<file path="src/hdl/tksti_pkg.sv">
// Shared constants and the request carry type for the top-k score table.
`default_nettype none

package tksti_pkg;

  // Table geometry.
  localparam int ENTRIES    = 10;
  localparam int GAMES      = 5;

  // Field widths fixed by the interface.
  localparam int GAME_IN_W  = 3;
  localparam int SCORE_W    = 20;
  localparam int INIT_W     = 24;
  localparam int RANK_OUT_W = 4;

  // Only games reachable through the 3-bit game index get storage.
  localparam int TABLES     = (GAMES > (2 ** GAME_IN_W)) ? (2 ** GAME_IN_W) : GAMES;
  localparam int GAME_W     = (TABLES > 1) ? $clog2(TABLES) : 1;
  localparam int RANK_W     = $clog2(ENTRIES);

  // One request (or the entry it displaced) moving down the row of cells.
  typedef struct packed {
    logic                vld;     // Carry slot is occupied.
    logic                live;    // Game is in range, so cells may update.
    logic                placed;  // The new entry has already landed.
    logic [GAME_W-1:0]   game;
    logic [RANK_W-1:0]   rank;    // Landing rank, counted while still moving.
    logic [SCORE_W-1:0]  score;
    logic [INIT_W-1:0]   inits;
  } tksti_carry_t;

endpackage

`default_nettype wire

</file>
<file path="src/hdl/top_k_score_table_insert.sv">
// Top level: per-game top-k score tables updated by a row of rank cells.
// One request at a time: a new request is accepted only after the previous
// one has walked down the row of ENTRIES cells, one rank per cycle, and its
// result is no longer parked in the holding slot.
// Reset: asynchronous, active low; all scores and initials clear to zero at
// once, and the block can accept a request as soon as reset is released.
`default_nettype none

module top_k_score_table_insert
  import tksti_pkg::*;
(
  input  wire logic                  clk_i,
  input  wire logic                  rst_ni,
  input  wire logic                  in_valid_i,
  output logic                       in_stall_o,
  input  wire logic [GAME_IN_W-1:0]  game_index_i,
  input  wire logic [SCORE_W-1:0]    new_score_i,
  input  wire logic [7:0]            first_initial_i,
  input  wire logic [7:0]            second_initial_i,
  input  wire logic [7:0]            third_initial_i,
  output logic                       out_valid_o,
  input  wire logic                  out_stall_i,
  output logic                       taken_o,
  output logic [RANK_OUT_W-1:0]      rank_o
);

  tksti_carry_t              chain [ENTRIES+1];
  tksti_carry_t              launch_d;
  tksti_carry_t              launch_q;
  tksti_carry_t              exit_c;
  logic                      accept;
  logic                      busy_d, busy_q;
  logic                      hold_vld_d, hold_vld_q;
  logic                      hold_taken_d, hold_taken_q;
  logic [RANK_OUT_W-1:0]     hold_rank_d, hold_rank_q;
  logic                      out_vld_d, out_vld_q;
  logic                      out_taken_d, out_taken_q;
  logic [RANK_OUT_W-1:0]     out_rank_d, out_rank_q;
  logic                      exit_taken;
  logic [RANK_OUT_W-1:0]     exit_rank;
  logic                      out_free;

  // One request in flight at a time; a parked result also blocks intake.
  assign in_stall_o = busy_q || hold_vld_q;
  assign accept     = in_valid_i && !in_stall_o;

  // Form the request that enters the top rank.
  always_comb begin
    launch_d        = '0;
    launch_d.vld    = accept;
    launch_d.live   = (32'(game_index_i) < GAMES);
    launch_d.placed = 1'b0;
    launch_d.game   = game_index_i[GAME_W-1:0];
    launch_d.rank   = '0;
    launch_d.score  = new_score_i;
    launch_d.inits  = {third_initial_i, second_initial_i, first_initial_i};
  end

  always_ff @(posedge clk_i or negedge rst_ni) begin
    if (!rst_ni) begin
      launch_q <= '0;
    end else begin
      launch_q <= launch_d;
    end
  end

  // Row of rank cells, rank 0 at the top.
  assign chain[0] = launch_q;

  for (genvar r = 0; r < ENTRIES; r++) begin : g_cell
    tksti_cell u_cell (
      .clk_i   (clk_i),
      .rst_ni  (rst_ni),
      .carry_i (chain[r]),
      .carry_o (chain[r+1])
    );
  end

  assign exit_c     = chain[ENTRIES];
  assign exit_taken = exit_c.placed;
  assign exit_rank  = exit_c.placed ? RANK_OUT_W'(exit_c.rank) : '0;

  // Busy from acceptance until the request leaves the bottom rank.
  always_comb begin
    busy_d = busy_q;
    if (accept) begin
      busy_d = 1'b1;
    end else if (exit_c.vld) begin
      busy_d = 1'b0;
    end
  end

  // Output register with a one-deep holding slot behind it.
  assign out_free = !out_vld_q || !out_stall_i;

  always_comb begin
    out_vld_d    = out_vld_q;
    out_taken_d  = out_taken_q;
    out_rank_d   = out_rank_q;
    hold_vld_d   = hold_vld_q;
    hold_taken_d = hold_taken_q;
    hold_rank_d  = hold_rank_q;
    if (out_free) begin
      if (hold_vld_q) begin
        out_vld_d   = 1'b1;
        out_taken_d = hold_taken_q;
        out_rank_d  = hold_rank_q;
        hold_vld_d  = 1'b0;
      end else if (exit_c.vld) begin
        out_vld_d   = 1'b1;
        out_taken_d = exit_taken;
        out_rank_d  = exit_rank;
      end else begin
        out_vld_d = 1'b0;
      end
    end else if (exit_c.vld) begin
      hold_vld_d   = 1'b1;
      hold_taken_d = exit_taken;
      hold_rank_d  = exit_rank;
    end
  end

  always_ff @(posedge clk_i or negedge rst_ni) begin
    if (!rst_ni) begin
      busy_q     <= 1'b0;
      hold_vld_q <= 1'b0;
      out_vld_q  <= 1'b0;
    end else begin
      busy_q     <= busy_d;
      hold_vld_q <= hold_vld_d;
      out_vld_q  <= out_vld_d;
    end
  end

  always_ff @(posedge clk_i) begin
    hold_taken_q <= hold_taken_d;
    hold_rank_q  <= hold_rank_d;
    out_taken_q  <= out_taken_d;
    out_rank_q   <= out_rank_d;
  end

  assign out_valid_o = out_vld_q;
  assign taken_o     = out_taken_q;
  assign rank_o      = out_rank_q;

  // An accepted request keeps the block busy in the next cycle.
  a_accept_busy : assert property (@(posedge clk_i) disable iff (!rst_ni)
    accept |=> busy_q)
    else $error("accepted request did not mark the block busy");

  // A request only leaves the row while the block is busy.
  a_exit_busy : assert property (@(posedge clk_i) disable iff (!rst_ni)
    exit_c.vld |-> busy_q)
    else $error("request left the row while idle");

  // A parked result never coexists with a request in flight.
  a_hold_idle : assert property (@(posedge clk_i) disable iff (!rst_ni)
    !(hold_vld_q && busy_q))
    else $error("parked result while a request is in flight");

  // A refused entry always reports rank zero.
  a_refused_rank : assert property (@(posedge clk_i) disable iff (!rst_ni)
    out_valid_o && !taken_o |-> rank_o == '0)
    else $error("refused entry has a nonzero rank");

endmodule

`default_nettype wire

</file>
<file path="src/hdl/tksti_cell.sv">
// One rank of every game's table and the carry register to the next rank.
`default_nettype none

module tksti_cell
  import tksti_pkg::*;
(
  input  wire logic         clk_i,
  input  wire logic         rst_ni,
  input  wire tksti_carry_t carry_i,
  output tksti_carry_t      carry_o
);

  logic [SCORE_W-1:0] score_q [TABLES];
  logic [INIT_W-1:0]  inits_q [TABLES];
  logic [SCORE_W-1:0] sel_score;
  logic [INIT_W-1:0]  sel_inits;
  logic               swap;
  tksti_carry_t       carry_d;
  tksti_carry_t       carry_q;

  // Look up this rank's entry for the requested game.
  assign sel_score = score_q[carry_i.game];
  assign sel_inits = inits_q[carry_i.game];

  // A carried entry takes this rank when it beats the stored score strictly,
  // and after the new entry has landed every lower rank simply shifts down.
  assign swap = carry_i.vld && carry_i.live &&
                (carry_i.placed || (carry_i.score > sel_score));

  // Build the carry for the next rank.
  always_comb begin
    carry_d = carry_i;
    if (swap) begin
      carry_d.score  = sel_score;
      carry_d.inits  = sel_inits;
      carry_d.placed = 1'b1;
    end else if (!carry_i.placed) begin
      carry_d.rank = RANK_W'(carry_i.rank + 1'b1);
    end
  end

  // Carry register toward the next rank.
  always_ff @(posedge clk_i or negedge rst_ni) begin
    if (!rst_ni) begin
      carry_q <= '0;
    end else begin
      carry_q <= carry_d;
    end
  end

  // Stored entries, cleared to zero at reset.
  always_ff @(posedge clk_i or negedge rst_ni) begin
    if (!rst_ni) begin
      for (int g = 0; g < TABLES; g++) begin
        score_q[g] <= '0;
        inits_q[g] <= '0;
      end
    end else if (swap) begin
      score_q[carry_i.game] <= carry_i.score;
      inits_q[carry_i.game] <= carry_i.inits;
    end
  end

  assign carry_o = carry_q;

  // A request is registered in this cell and handed on to the next rank.
  a_carry_moves : assert property (@(posedge clk_i) disable iff (!rst_ni)
    carry_i.vld |=> carry_o.vld)
    else $error("carry lost in a cell");

  // Once the new entry has landed, the request stays marked as placed.
  a_placed_kept : assert property (@(posedge clk_i) disable iff (!rst_ni)
    carry_i.vld && carry_i.placed |=> carry_o.placed)
    else $error("placed flag dropped");

  // A request for a game without a table never lands.
  a_dead_unplaced : assert property (@(posedge clk_i) disable iff (!rst_ni)
    carry_i.vld && !carry_i.live |=> !carry_o.placed)
    else $error("out of range game was placed");

endmodule

`default_nettype wire
</file>
<file path="config.mk">
export PLATFORM = sky130hd
export DESIGN_NAME = top_k_score_table_insert
export DESIGN_NICKNAME = d
export VERILOG_FILES = /design/src/hdl/tksti_pkg.sv /design/src/hdl/top_k_score_table_insert.sv /design/src/hdl/tksti_cell.sv
export SDC_FILE = /design/constraint.sdc
export NUM_CORES = 2
export LEC_CHECK = 0
export CAP_MARGIN = 20
export CORE_AREA = 10 10 376 742
export CTS_CLUSTER_DIAMETER = 30
export DETAILED_ROUTE_END_ITERATION = 7
export DIE_AREA = 0 0 386 752
export DONT_BUFFER_PORTS = 1
export PLACE_DENSITY = 0.75
export SLEW_MARGIN = 20
export SYNTH_ARGS = -nofsm -noshare
export SYNTH_HDL_FRONTEND = slang
export SYNTH_HIERARCHICAL = 1
export SYNTH_SLANG_ARGS = --single-unit
export TNS_END_PERCENT = 10
</file>
<file path="constraint.sdc">
create_clock -name clk_i -period 5.8 [get_ports clk_i]
set_clock_uncertainty 0.1 [all_clocks]
set_input_delay 0.29 -clock clk_i [delete_from_list [all_inputs] [get_ports clk_i]]
set_output_delay 0.29 -clock clk_i [all_outputs]
set_load 0.05 [all_outputs]
</file>
Yosys cells after proc, flatten, opt, wreduce, memory -nomap -nowiden
Index checks and enable logic that the tools add are counted.

Register bits after elaboration: 2607. Logic and storage cells: 436.

Add/subtract/negate cells: 9. Order comparisons: 31. Mux-type cells: 163. Bitwise gates (word level): 11. Reductions and logical operators: 50.

Operators by type and width (number): $bwmux 120 (9); $bwmux 100 (10); $bmux 24 s3 (9); $demux 24 s3 (9); $mux 24 (27); $bmux 20 s3 (10); $demux 20 s3 (10); $mux 20 (30); $mux 44 (9); $gt 20x20->1 (10); $mux 4 (20); $ge 4x4->1 const B (10); $lt 4x1->1 const B (10); $not 3->4 (10); $add 4x1->4 const B (8); $logic_and 1x1->1 (31); $mux 1 (19); $logic_or 1x1->1 (11); $reduce_bool 2->1 (3); $reduce_and 2->1 (2); $logic_not 1->1 (3); $lt 3x3->1 const B (1); $add 1x1->2 const B (1); $mux 2 (1); $not 1->1 (1).

Logic depth before layout (Yosys ltp)
Depth after elaboration: 8. Depth in mapped cells: 17. Depth with buffers taken out: 12.

By module
The synthesis kept the hierarchy.

Modules (own cells, without submodules): tksti_cell at g_cell[1].u_cell ... (instances 3, cells each 966, area each 12542.0 um^2); tksti_cell at g_cell[4].u_cell ... (instances 2, cells each 884, area each 12613.3 um^2); tksti_cell at g_cell[7].u_cell ... (instances 2, cells each 868, area each 12355.6 um^2); tksti_cell at g_cell[6].u_cell (instances 1, cells each 2142, area each 18271.3 um^2); tksti_cell at g_cell[0].u_cell (instances 1, cells each 943, area each 12668.4 um^2); tksti_cell at g_cell[9].u_cell (instances 1, cells each 896, area each 12319.3 um^2); top_k_score_table_insert (instances 1, cells each 84, area each 1784.2 um^2).

Worst setup path after synthesis
Ideal clock, no wire load.

Path type: flip-flop to flip-flop. Start: register g_cell[8].u_cell.carry_q, in the netlist g_cell[8].u_cell/carry_o[48]. End: register g_cell[9].u_cell/inits_q[10] (netlist name). Setup time: 0.125 ns. Arrival: 4.245 ns. Data required time: 5.575 ns. Path slack: 1.331 ns. Stages on the path, launching flop included: 14. Clock period less this slack: 4.469 ns. Cells stage by stage: dfrtp_1 buf_1 clkbuf_1 buf_1 mux2i_1 o22a_1 ha_1 nand4_2 or4_4 a21oi_2 nor4_2 a2111oi_4 buf_6 mux2_2.

RTL lines: start: declaration (RTL line tksti_cell.sv:19) `tksti_carry_t carry_q;`; start signal: assignment (RTL line tksti_cell.sv:47) `carry_q <= carry_d;`.

Worst setup path in the final report
Start: register g_cell[6].u_cell.carry_q, in the netlist g_cell[6].u_cell/carry_o[48]. End: register g_cell[7].u_cell/score_q[10] in the netlist's numbering.

Word-level cells in the longest chain between the ends: 7. Elaborated cells on any way between the ends: 13. Those cells by class: order compare (3); mux (6); bitwise (1); reduce/logical (3).

Ends and longest elaborated chain: start: declaration (RTL line tksti_cell.sv:19); start signal: assignment (RTL line tksti_cell.sv:47); $not 3->4 (implied by the code) (*) (RTL line tksti_cell.sv:22, tksti_cell.sv:59); $bmux 20 s3 (RTL line tksti_cell.sv:22) `assign sel_score = score_q[carry_i.game];`; $mux 20 (implied by the code) (2 in series) (RTL line tksti_cell.sv:22); $gt 20x20->1 (RTL line tksti_cell.sv:28) `(carry_i.placed || (carry_i.score > sel_score));`; $logic_or 1x1->1 (RTL line tksti_cell.sv:28); $logic_and 1x1->1 (RTL line tksti_cell.sv:27) `assign swap = carry_i.vld && carry_i.live &&`; end signal: indexed assignment (RTL line tksti_cell.sv:59) `score_q[carry_i.game] <= carry_i.score;`; end: declaration (RTL line tksti_cell.sv:13) `logic [SCORE_W-1:0] score_q [TABLES];`.

Every way passes the cells marked *; elsewhere a longest branch is shown, timed or not. The select of a mux whose other input is x is not followed. A chain may end at the register's enable or synchronous reset.

==> results.md <==
- Status: complete, no violations
- Die Wd: 386 um
- Max Cap Violations: 0
- RSZ-0062 raised after global routing: false
- Initial antenna violation count: 0
- Setup ws final: 0.761 ns
- Die area: 0.290 mm^2
- Violation count after the first detailed-route iteration: 3,653
- CTS tree: done
- Hpwl dp: 110,000 um
- Final Total Pwr: 41.9 mW
- Post-DRT Antenna Nets: 0
- Nature of the critical path endpoint: flip-flop
- Layout Utilization: 0.299
- Top delay family on crit path: compound AO/OA/AOI/OAI gates
- Synth warn: 6
- Hold Vio Cnt, Final: 0
- DR vias/cell: 5.07
- VDD IR-drop max: 372 uV
- FMAX: 0.198 GHz
- CTS clk-pin slew, worst paths: 0.05 ns
- Total iterations of the first detailed-routing run: 6
- Largest stage delay on the critical path: 1.04 ns
- Starting density of the core: 0.249
- Clk buf depth: 4
- Vias: 46,519
- Core area: 0.267 mm^2
- Layout area overhead: 19.8%
- Slowest CP cell: dfrtp_1
- Number of remaining DRC errors: 0
- Worst setup SP type: flip-flop
- Final slew viol count: 0
- Syn avg cell area: 11.9 um^2
- Slew @ Worst Pin: 1.19 ns
- H-tree depth: 5
- Setup TNS: 0 ns
- Resized cells post-CTS: 0
- Worst path arrival time: 5.65 ns
- Post-CTS setup buffer count: 0
- WS Path Type: flip-flop to flip-flop
- R2R Path Start: g_cell[6].u_cell/carry_o[48]$_DFF_PN0_
- IO buf count: 0
- Cells after synthesis: 5,567
- CP endpoint: g_cell[7].u_cell/score_q[10]$_DFFE_PN0P_
- Dpl cells: 8,630
- Worst path required time: 6.42 ns
- Crit path launch: g_cell[6].u_cell/carry_o[48]$_DFF_PN0_
- Levels on crit path: 11
- Fin crit share: 0.869
- Average wire per standard cell: 18.5 um
- Row count: 268
- Die H: 752 um
- Reg2Reg Setup Slack: 0.76 ns
- Pwr Density: 526 mW/mm^2
- Remaining global-route overflow: 0
- RR Endpoint: g_cell[7].u_cell/score_q[10]$_DFFE_PN0P_
- Finished Layout Cells: 9,168
- Pleak: 35.2 nW
- Diode count: 0
- Pin count of the biggest net entering global routing: 232
- Placer Congestion: 0.895
- Cell Chain, Critical Path: mux4_2 -> nor2b_1 -> a21oi_1 -> ha_1 -> a21oi_1 -> nor2b_1 -> o21ai_0 -> nand4b_1 -> o21ai_2 -> buf_4 -> mux2_2
- Net count, final: 5,720
- CTS root buffer: clkbuf_16
- Shortest period the worst path allows: 5.04 ns
- Crit Path Max Fanout: 17
- CP bufs+invs: 1
- Relative slew slack: 0.207
- Post-Syn Area: 0.0665 mm^2
- CTS Sinks: 1,314
- Skew-Pair Late Insertion Delay: 0.88 ns
- First-pass GRT wire length: 270,000 um
- DP Worst Slack: 0.912 ns
- Ports: 58
- Worst R2R Path Depth: 11
- Global Route Usage Sum: 0.113
- Share of cells above drive strength 1: 0.244
- Worst min path class: input port to flip-flop
- Num CTS Buffers: 280
- Final setup vio count: 0
- Post-Route WL: 170,000 um
- Number of global-route vias before repair: 50,605
==> through the flow <==
step | instance area, um^2 | hold slack, ns
2_1_floorplan | 66500 | -0.106
3_3_place_gp | 69500 | -0.0854
3_5_place_dp | 69500 | -0.0863
4_1_cts | 79500 | 0.0466
5_1_grt | 79600 | 0.0830
6_report | 79600 | 0.0829
==> sequential cells by signal, summed over array words and instances (netlist names), 4 cells and up <==
name / cells
g_cell.u_cell/score_q: 1000
hold_rank_q: 4
g_cell.u_cell/carry_o: 276
rank_o: 4
chain: 25
==> power by group <==
part | switching [mW] | internal (mW)
clock network | 4.91 | 11.0
registers | 2.92 | 12.6
logic | 5.43 | 5.06
total | 13.3 | 28.6
==> how the worst min path moves through the flow <==
stage                 from                                        to  slack, ns  cells after the start
2_1_floorplan       rst_ni                        busy_q$_DFFE_PN0P_      -0.11                      0
3_3_place_gp        rst_ni  g_cell[9].u_cell/score_q[84]$_DFFE_PN0P_      -0.09                      0
3_5_place_dp        rst_ni  g_cell[8].u_cell/score_q[13]$_DFFE_PN0P_      -0.09                      0
4_1_cts        out_stall_i                   out_valid_o$_DFFE_PN0P_       0.05                      3
5_1_grt         in_valid_i                      chain[593]$_DFF_PN0_       0.08                      2
6_report       out_stall_i                   out_valid_o$_DFFE_PN0P_       0.08                      3
==> cell type report <==
class | count | area [um^2]
repair buffers | 207 | 2100
clock inverters | 131 | 1690
multi-input cells | 3454 | 30000
fillers | 26134 | 187000
clock buffers | 350 | 7770
inverters | 202 | 758
flip-flops and latches | 1314 | 32900
well taps | 3510 | 4390
==> placed cells by master (no fill, tap or decap), drive strengths merged, types with 179 or more instances in the layout <==
cell type	n
a22oi	179
mux2	769
clkbuf	350
nor2	220
a21oi	233
nand2	231
inv	203
ha	210
mux2i	330
dfrtp	1304
==> layer usage <==
layer	vias to the layer above	part of all wire	routed length, um	GRT usage
met1	23480	0.34	57400	0.107
met3	800	0.045	7700	0.0195
met4	0	0.073	12300	0.0844
met2	1858	0.54	92300	0.214
li1	20381	-	-	-
met5	-	0	0	0
==> worst min-delay path, cell delays in order <==
cell           delay, ns
dlygate4sd3_1       0.54
nand2_1             0.09
nand2_1             0.07
==> repair_timing <==
action | 4_1_cts | 5_1_grt
endpoints found under the hold margin | 509 | 0
endpoints found under the setup margin | 0 | 0
hold buffers | 52 | 0
(Power assumes the default switching activity.)
